`src/rtl/assert_macros.svh`:
```
// assertion macros used by the rtl top level
`ifndef ASSERT_MACROS_SVH
`define ASSERT_MACROS_SVH

`ifndef SYNTHESIS

`define FM0_ASSERT_RST(lbl, clk, rst_n, prop, msg) \
  lbl: assert property (@(posedge clk) disable iff (!rst_n) prop) else $error(msg);

`define FM0_ASSERT_ALWAYS(lbl, clk, prop, msg) \
  lbl: assert property (@(posedge clk) prop) else $error(msg);

`else

`define FM0_ASSERT_RST(lbl, clk, rst_n, prop, msg)

`define FM0_ASSERT_ALWAYS(lbl, clk, prop, msg)

`endif

`endif

```
`src/rtl/fm0_pkg.sv`:
```
// types and constants of the fm0 bit detector with crc check
package fm0_pkg;

  localparam int unsigned SampleW = 16;
  localparam int unsigned ProdW   = 2 * SampleW + 1;
  localparam int unsigned SumW    = ProdW + 1;
  localparam int unsigned CfgW    = 16;
  localparam int unsigned CfgIdxW = 2;
  localparam int unsigned CrcW    = 16;
  localparam int unsigned CntW    = 5;

  localparam logic [CrcW-1:0] CrcInit = 16'hFFFF;
  localparam logic [CrcW-1:0] CrcPoly = 16'h1021;
  localparam logic [CntW-1:0] WinBits = 5'd16;

  typedef enum logic [CfgIdxW-1:0] {
    CFG_CHAN_RE  = 2'd0,
    CFG_CHAN_IM  = 2'd1,
    CFG_CRC_MODE = 2'd2
  } cfg_idx_e;

  typedef struct packed {
    logic signed [SampleW-1:0] first_re;
    logic signed [SampleW-1:0] first_im;
    logic signed [SampleW-1:0] second_re;
    logic signed [SampleW-1:0] second_im;
    logic                      last_symbol;
  } in_item_t;

  typedef struct packed {
    logic data_bit;
    logic frame_end;
    logic crc_ok;
  } out_item_t;

  typedef struct packed {
    logic signed [ProdW-1:0] prod_re;
    logic signed [ProdW-1:0] prod_im;
    logic                    last_symbol;
  } metric_t;

endpackage

```
`src/rtl/fm0_metric.sv`:
```
// differential half-bit products against the channel estimate, registered
module fm0_metric import fm0_pkg::*; (
  input  logic                      clk_i,
  input  logic                      en_i,
  input  in_item_t                  item_i,
  input  logic signed [SampleW-1:0] chan_re_i,
  input  logic signed [SampleW-1:0] chan_im_i,
  output metric_t                   metric_o
);

  logic signed [SampleW:0] diff_re;
  logic signed [SampleW:0] diff_im;
  metric_t                 metric_d;
  metric_t                 metric_q;

  assign diff_re = (SampleW+1)'(item_i.first_re) - (SampleW+1)'(item_i.second_re);
  assign diff_im = (SampleW+1)'(item_i.first_im) - (SampleW+1)'(item_i.second_im);

  always_comb begin
    metric_d.prod_re     = ProdW'(diff_re) * ProdW'(chan_re_i);
    metric_d.prod_im     = ProdW'(diff_im) * ProdW'(chan_im_i);
    metric_d.last_symbol = item_i.last_symbol;
  end

  always_ff @(posedge clk_i) begin
    if (en_i) begin
      metric_q <= metric_d;
    end
  end

  assign metric_o = metric_q;

endmodule

```
`src/rtl/fm0_frame_check.sv`:
```
// phase decision, fm0 bit decode, delay window and crc-16 frame check
module fm0_frame_check import fm0_pkg::*; (
  input  logic      clk_i,
  input  logic      rst_ni,
  input  logic      en_i,
  input  logic      crc_mode_i,
  input  metric_t   metric_i,
  output out_item_t result_o
);

  logic                   phase_q;
  logic                   phase_d;
  logic [CrcW-1:0]        crc_q;
  logic [CrcW-1:0]        crc_d;
  logic [CrcW-1:0]        win_q;
  logic [CrcW-1:0]        win_d;
  logic [CntW-1:0]        cnt_q;
  logic [CntW-1:0]        cnt_d;
  logic signed [SumW-1:0] sum;
  logic                   phase;
  logic                   data_bit;
  logic                   was_full;
  logic                   fb;
  logic [CrcW-1:0]        crc_shift;
  logic [CrcW-1:0]        win_shift;
  logic                   crc_ok;

  assign sum      = SumW'(metric_i.prod_re) + SumW'(metric_i.prod_im);
  assign phase    = !sum[SumW-1] && (|sum);
  assign data_bit = phase ^ phase_q;
  assign was_full = (cnt_q == WinBits);
  assign fb       = crc_q[CrcW-1] ^ win_q[CrcW-1];

  always_comb begin
    crc_shift = was_full ? ({crc_q[CrcW-2:0], 1'b0} ^ (fb ? CrcPoly : '0)) : crc_q;
    win_shift = {win_q[CrcW-2:0], data_bit};
    crc_ok    = crc_mode_i && metric_i.last_symbol && was_full && (~crc_shift == win_shift);
  end

  // next frame state, cleared after the last bit of a frame
  always_comb begin
    phase_d = phase;
    crc_d   = crc_q;
    win_d   = win_q;
    cnt_d   = cnt_q;
    if (crc_mode_i) begin
      crc_d = crc_shift;
      win_d = win_shift;
      cnt_d = was_full ? cnt_q : cnt_q + 1'b1;
    end
    if (metric_i.last_symbol) begin
      phase_d = 1'b1;
      crc_d   = CrcInit;
      win_d   = '0;
      cnt_d   = '0;
    end
  end

  always_ff @(posedge clk_i or negedge rst_ni) begin
    if (!rst_ni) begin
      phase_q <= 1'b1;
      crc_q   <= CrcInit;
      win_q   <= '0;
      cnt_q   <= '0;
    end else if (en_i) begin
      phase_q <= phase_d;
      crc_q   <= crc_d;
      win_q   <= win_d;
      cnt_q   <= cnt_d;
    end
  end

  always_comb begin
    result_o.data_bit  = data_bit;
    result_o.frame_end = metric_i.last_symbol;
    result_o.crc_ok    = crc_ok;
  end

endmodule

```
`src/rtl/fm0_bit_detect_crc_check.sv`:
```
// top level of the fm0 bit detector with crc-16 frame check
//
//   channel   direction   handshake                    item
//   in        to block    in_valid_i / in_stall_o      in_item_t
//   out       from block  out_valid_o / out_stall_i    out_item_t
//   cfg       to block    cfg_we_i                     cfg_idx_i, cfg_wdata_i
//
// one item per cycle unless out_stall_i stalls the flow; accepted items pass through
// the input, product and result registers before their results are valid
// differences and products of the metric lie between the input and product registers
// out_stall_i reaches in_stall_o combinationally through the three stage slots
// reset clears the frame state and sets the channel to zero and crc mode on
`include "assert_macros.svh"

module fm0_bit_detect_crc_check import fm0_pkg::*; (
  input  logic               clk_i,
  input  logic               rst_ni,
  input  logic               in_valid_i,
  output logic               in_stall_o,
  input  in_item_t           in_item_i,
  output logic               out_valid_o,
  input  logic               out_stall_i,
  output out_item_t          out_item_o,
  input  logic               cfg_we_i,
  input  logic [CfgIdxW-1:0] cfg_idx_i,
  input  logic [CfgW-1:0]    cfg_wdata_i
);

  logic signed [SampleW-1:0] chan_re_q;
  logic signed [SampleW-1:0] chan_im_q;
  logic                      crc_mode_q;

  in_item_t  in_item_q;
  logic      s1_valid_q;
  logic      s2_valid_q;
  logic      out_valid_q;
  out_item_t out_item_q;
  out_item_t result;
  metric_t   metric;
  logic      out_ready;
  logic      s2_ready;
  logic      s1_ready;
  logic      in_take;
  logic      s1_move;
  logic      s2_move;

  assign out_ready  = !out_valid_q || !out_stall_i;
  assign s2_ready   = !s2_valid_q || out_ready;
  assign s1_ready   = !s1_valid_q || s2_ready;
  assign in_take    = in_valid_i && s1_ready;
  assign s1_move    = s1_valid_q && s2_ready;
  assign s2_move    = s2_valid_q && out_ready;
  assign in_stall_o = !s1_ready;

  // configuration registers
  always_ff @(posedge clk_i or negedge rst_ni) begin
    if (!rst_ni) begin
      chan_re_q  <= '0;
      chan_im_q  <= '0;
      crc_mode_q <= 1'b1;
    end else if (cfg_we_i) begin
      case (cfg_idx_e'(cfg_idx_i))
        CFG_CHAN_RE:  chan_re_q  <= cfg_wdata_i[SampleW-1:0];
        CFG_CHAN_IM:  chan_im_q  <= cfg_wdata_i[SampleW-1:0];
        CFG_CRC_MODE: crc_mode_q <= cfg_wdata_i[0];
        default: ;
      endcase
    end
  end

  always_ff @(posedge clk_i or negedge rst_ni) begin
    if (!rst_ni) begin
      s1_valid_q  <= 1'b0;
      s2_valid_q  <= 1'b0;
      out_valid_q <= 1'b0;
    end else begin
      if (s1_ready) begin
        s1_valid_q <= in_valid_i;
      end
      if (s2_ready) begin
        s2_valid_q <= s1_valid_q;
      end
      if (out_ready) begin
        out_valid_q <= s2_valid_q;
      end
    end
  end

  always_ff @(posedge clk_i) begin
    if (in_take) begin
      in_item_q <= in_item_i;
    end
  end

  always_ff @(posedge clk_i) begin
    if (s2_move) begin
      out_item_q <= result;
    end
  end

  fm0_metric u_metric (
    .clk_i     (clk_i),
    .en_i      (s1_move),
    .item_i    (in_item_q),
    .chan_re_i (chan_re_q),
    .chan_im_i (chan_im_q),
    .metric_o  (metric)
  );

  fm0_frame_check u_frame_check (
    .clk_i      (clk_i),
    .rst_ni     (rst_ni),
    .en_i       (s2_move),
    .crc_mode_i (crc_mode_q),
    .metric_i   (metric),
    .result_o   (result)
  );

  assign out_valid_o = out_valid_q;
  assign out_item_o  = out_item_q;

  `FM0_ASSERT_RST(a_ok_needs_mode, clk_i, rst_ni, (s2_move && result.crc_ok) |-> (crc_mode_q && metric.last_symbol), "crc_ok outside a crc frame end")
  `FM0_ASSERT_RST(a_empty_takes, clk_i, rst_ni, !s1_valid_q |-> !in_stall_o, "input stalled with an empty input stage")
  `FM0_ASSERT_RST(a_full_stalls, clk_i, rst_ni, (s1_valid_q && s2_valid_q && out_valid_q && out_stall_i) |-> in_stall_o, "item taken with all stages full")
  `FM0_ASSERT_ALWAYS(a_reset_empty, clk_i, !rst_ni |-> (!out_valid_o && !s2_valid_q), "pipeline not empty in reset")

endmodule

```
`config.mk`:
```
export PLATFORM = sky130hd
export DESIGN_NAME = fm0_bit_detect_crc_check
export DESIGN_NICKNAME = d
export VERILOG_FILES = /design/src/rtl/fm0_pkg.sv /design/src/rtl/fm0_metric.sv /design/src/rtl/fm0_frame_check.sv /design/src/rtl/fm0_bit_detect_crc_check.sv
export VERILOG_INCLUDE_DIRS = /design/src /design/src/rtl
export SDC_FILE = /design/constraint.sdc
export NUM_CORES = 2
export LEC_CHECK = 0
export ABC_CLOCK_PERIOD_IN_PS = 20000
export BUFFER_PORTS_ARGS = -buffer_cell sky130_fd_sc_hd__clkbuf_2
export CORE_MARGIN = 10
export CORE_UTILIZATION = 40
export CTS_CLUSTER_DIAMETER = 40
export DETAILED_ROUTE_END_ITERATION = 10
export SYNTH_ARGS = -nofsm -noshare
export SYNTH_HDL_FRONTEND = slang
export SYNTH_SLANG_ARGS = --single-unit
```
`constraint.sdc`:
```
create_clock -name clk_i -period 20 [get_ports clk_i]
set_clock_uncertainty 0.05 [all_clocks]
set_input_delay 3 -clock clk_i [delete_from_list [all_inputs] [get_ports clk_i]]
set_output_delay 3 -clock clk_i [all_outputs]
set_load 0.05 [all_outputs]
```
==> results.md <==
- Status: complete, no violations
- Ant. Diodes: 0
- H-tree Lvls: 2
- Setup TNS: 0 ns
- Vias: 22280
- HP Start: in_item_q[0]
- Sequential share of the synthesized area: 18.62%
- Max-cap check violation count: 0
- PnR worst setup slack: 11.08 ns
- Syn avg cell area: 9.702 µm²
- DR vias/cell: 5.031
- Layout fillers: 7640
- Synth Flop Type: edfxtp_1
- CTS tree: yes
- Share of cells above drive strength 1: 8.407%
- Worst hold-check path type: reg -> reg
- Per-cell routed wire length: 17.68 µm
- Post-synth EDFFs: 135
- Hold Path Cell Cnt: 0
- All-Layer GR Usage: 17.83%
- Core area: 79000 µm²
- # IOs: 93
- Vias in the first global route: 24010
- Synth Warn #: 0
- Cells after Synth: 3282
- Setup crit end kind: register
- Initial antenna violation count: 1
- Required @ worst endpoint: 20.26 ns
- Hold_buf cts: 0
- CP startpoint: in_item_q[49]
- Overflow after GRT: 0
- Worst R2R End: u_metric.metric_o[66]
- First-pass GRT wire length: 129.6 mm
- Syn nets: 4160
- Die H: 302.2 µm
- Fin crit share: 44.60%
- CTS max path bufs: 3
- Fin nets: 4225
- CTS root buffer: clkbuf_16
- FP Rows: 103
- RSZ-0062 raised after global routing: no
- Dpl hpwl: 62.24 mm
- Worst r2r src: in_item_q[49]
- Synth unique cells: 87
- Relative slew slack: 32.39%
- Dpl ws: 11.04 ns
- Routed Antenna Nets: 0
- Seq cells post-synth: 209
- Crit path max fanout: 23
- Initial Utilization: 40.31%
- Hold endpoint: u_metric.metric_o[0]
- Largest net degree at the start of global routing: 68
- Number of setup buffers added after CTS: 0
- Gpl congestion: 0.8754
- Worst Path Class, Setup: reg -> reg
- Largest stage delay, worst path: 0.67 ns
- CTS buffer count: 39
- P&R area growth vs syn: 9.835%
- CP dominant cell by count: fa_1
- Critical path arrival: 9.17 ns
- R2R cell count: 36
- Post-synth ARST share: 35.41%
- Post-CTS sizing: 0
- DR pass1 iterations: 5
- Worst-Skew Late Latency: 0.57 ns
- Die X: 302.2 µm
- DRT Wirelength: 78.30 mm
- Port buffer count: 92
- Worst R2R Setup Slack: 11.08 ns
- DRT iter0 DRCs: 1408
- Slowest library cell on the worst path: fa_1
- Fin crit period: 8.919 ns
- Die area: 91290 µm²
- Worst-path clk slew: 0.05 ns
- Final hold violation count: 0
- Startpoint types: register
- # clock sinks: 209
- Setup violators final: 0
- Final core utilization: 44.27%
- Number of remaining DRC errors: 0
- Tightest Pin Transition: 1.009 ns
- FMAX: 0.1121 GHz
- Final Max Slew Viols: 0
- Mapped cell area: 31840 µm²
==> layout make-up <==
class | count | area, µm² | share of cell area, %
Clock inverter | 21 | 227.7 | 0.6511
Inverter | 708 | 2658 | 7.598
Tap cell | 1050 | 1314 | 3.756
Multi-Input combinational cell | 2256 | 22920 | 65.53
Clock buffer | 51 | 1156 | 3.306
Timing Repair Buffer | 133 | 770.7 | 2.204
Sequential cell | 209 | 5928 | 16.95
==> critical path, delay by kind of cell (launching register included) <==
| family | cells | cell delay (ns) |
|---|---|---|
| AO/OA/AOI/OAI | 17 | 3.29 |
| XOR/XNOR | 1 | 0.13 |
| adder cells (fa/ha/maj) | 9 | 3.87 |
| buffers and inverters | 5 | 0.59 |
| flip-flops | 1 | 0.35 |
| AND/OR/NAND/NOR | 4 | 0.35 |
==> metal layers <==
metal  vias up  routed length (µm)  share of wire [%]  GRT usage [%]
li1      10440                   -                  -              -
met1     11160               34300                 44          23.49
met2       556               37650                 48          30.20
met3       122                4323                5.5          3.002
met4         2                2011                2.6          4.456
met5         -                  13              0.017              0
==> cells in the final DEF (no fill, tap or decap), types with 28 or more instances in the layout <==
cell | synthesis | routed
inv_1 | 708 | 708
fa_1 | 555 | 555
nand2_1 | 341 | 341
ha_1 | 235 | 235
and2_1 | 203 | 201
edfxtp_1 | 135 | 135
a21oi_1 | 106 | 106
nor2_1 | 94 | 92
clkbuf_2 | 0 | 91
xnor2_1 | 84 | 80
nor2b_1 | 68 | 68
dfrtp_1 | 56 | 56
clkbuf_16 | 0 | 43
buf_4 | 0 | 42
o21ai_0 | 40 | 39
nand3_1 | 38 | 38
nand2b_1 | 36 | 36
mux2_2 | 33 | 33
nand3b_1 | 32 | 32
o21ai_1 | 29 | 30
xor2_1 | 30 | 30
a21o_1 | 29 | 29
o22a_1 | 29 | 29
nor3_1 | 29 | 28
==> through the flow <==
| stage | instance area (µm²) | cells | hold slack, ns |
|---|---|---|---|
| global placement | 33590 | 4356 | 0.3514 |
| CTS | 34970 | 4428 | 0.3671 |
| finish | 34970 | 4428 | 0.3644 |
| detailed placement | 33590 | 4356 | 0.3562 |
| floorplan | 31840 | 3282 | 0.3503 |
| global route | 34970 | 4428 | 0.3701 |
==> registers in the layout, summed over array words and instances, names as in the netlist <==
register / flops
u_frame_check.cnt_q: 5
s1_valid_q: 1
s2_valid_q: 1
chan_im_q: 16
u_frame_check.phase_q: 1
u_frame_check.crc_q: 16
crc_mode_q: 1
in_item_q: 65
out_item_o: 3
out_valid_o: 1
chan_re_q: 16
u_frame_check.win_q: 16
u_metric.metric_o: 67
==> kinds of logic after synthesis <==
logic type / count (synthesis) / synth area share, %
XOR/XNOR: 114 / 3.136
buffers and inverters: 817 / 9.635
adder cells (fa/ha/maj): 790 / 44.13
multiplexers: 44 / 1.536
AND/OR/NAND/NOR: 931 / 14.95
AO/OA/AOI/OAI: 377 / 8.000
flip-flops: 209 / 18.62
==> how the worst max path moves through the flow <==
stage	endpoint	slack [ns]	depth (start not counted)
floorplan	u_metric.metric_o[66]	11.81	36
global placement	u_metric.metric_o[66]	11.14	36
detailed placement	u_metric.metric_o[66]	11.04	36
CTS	u_metric.metric_o[66]	11.03	36
global route	u_metric.metric_o[66]	10.38	36
finish	u_metric.metric_o[66]	11.08	36
==> synth_stat cells, types with 33 or more instances <==
master	instances	area (µm²)
dfrtp_1	56	1401
and2_1	203	1270
nand2b_1	36	225.2
fa_1	555	11110
nor2_1	94	352.8
nand2_1	341	1280
nand3_1	38	190.2
nor2b_1	68	425.4
xnor2_1	84	735.7
a21oi_1	106	530.5
clkbuf_1	103	386.6
ha_1	235	2940
mux2_2	33	371.6
o21ai_0	40	200.2
inv_1	708	2658
edfxtp_1	135	4054
Power is not shown: default switching activity piles up to over one toggle a cycle in this logic, so the estimate is an artifact.
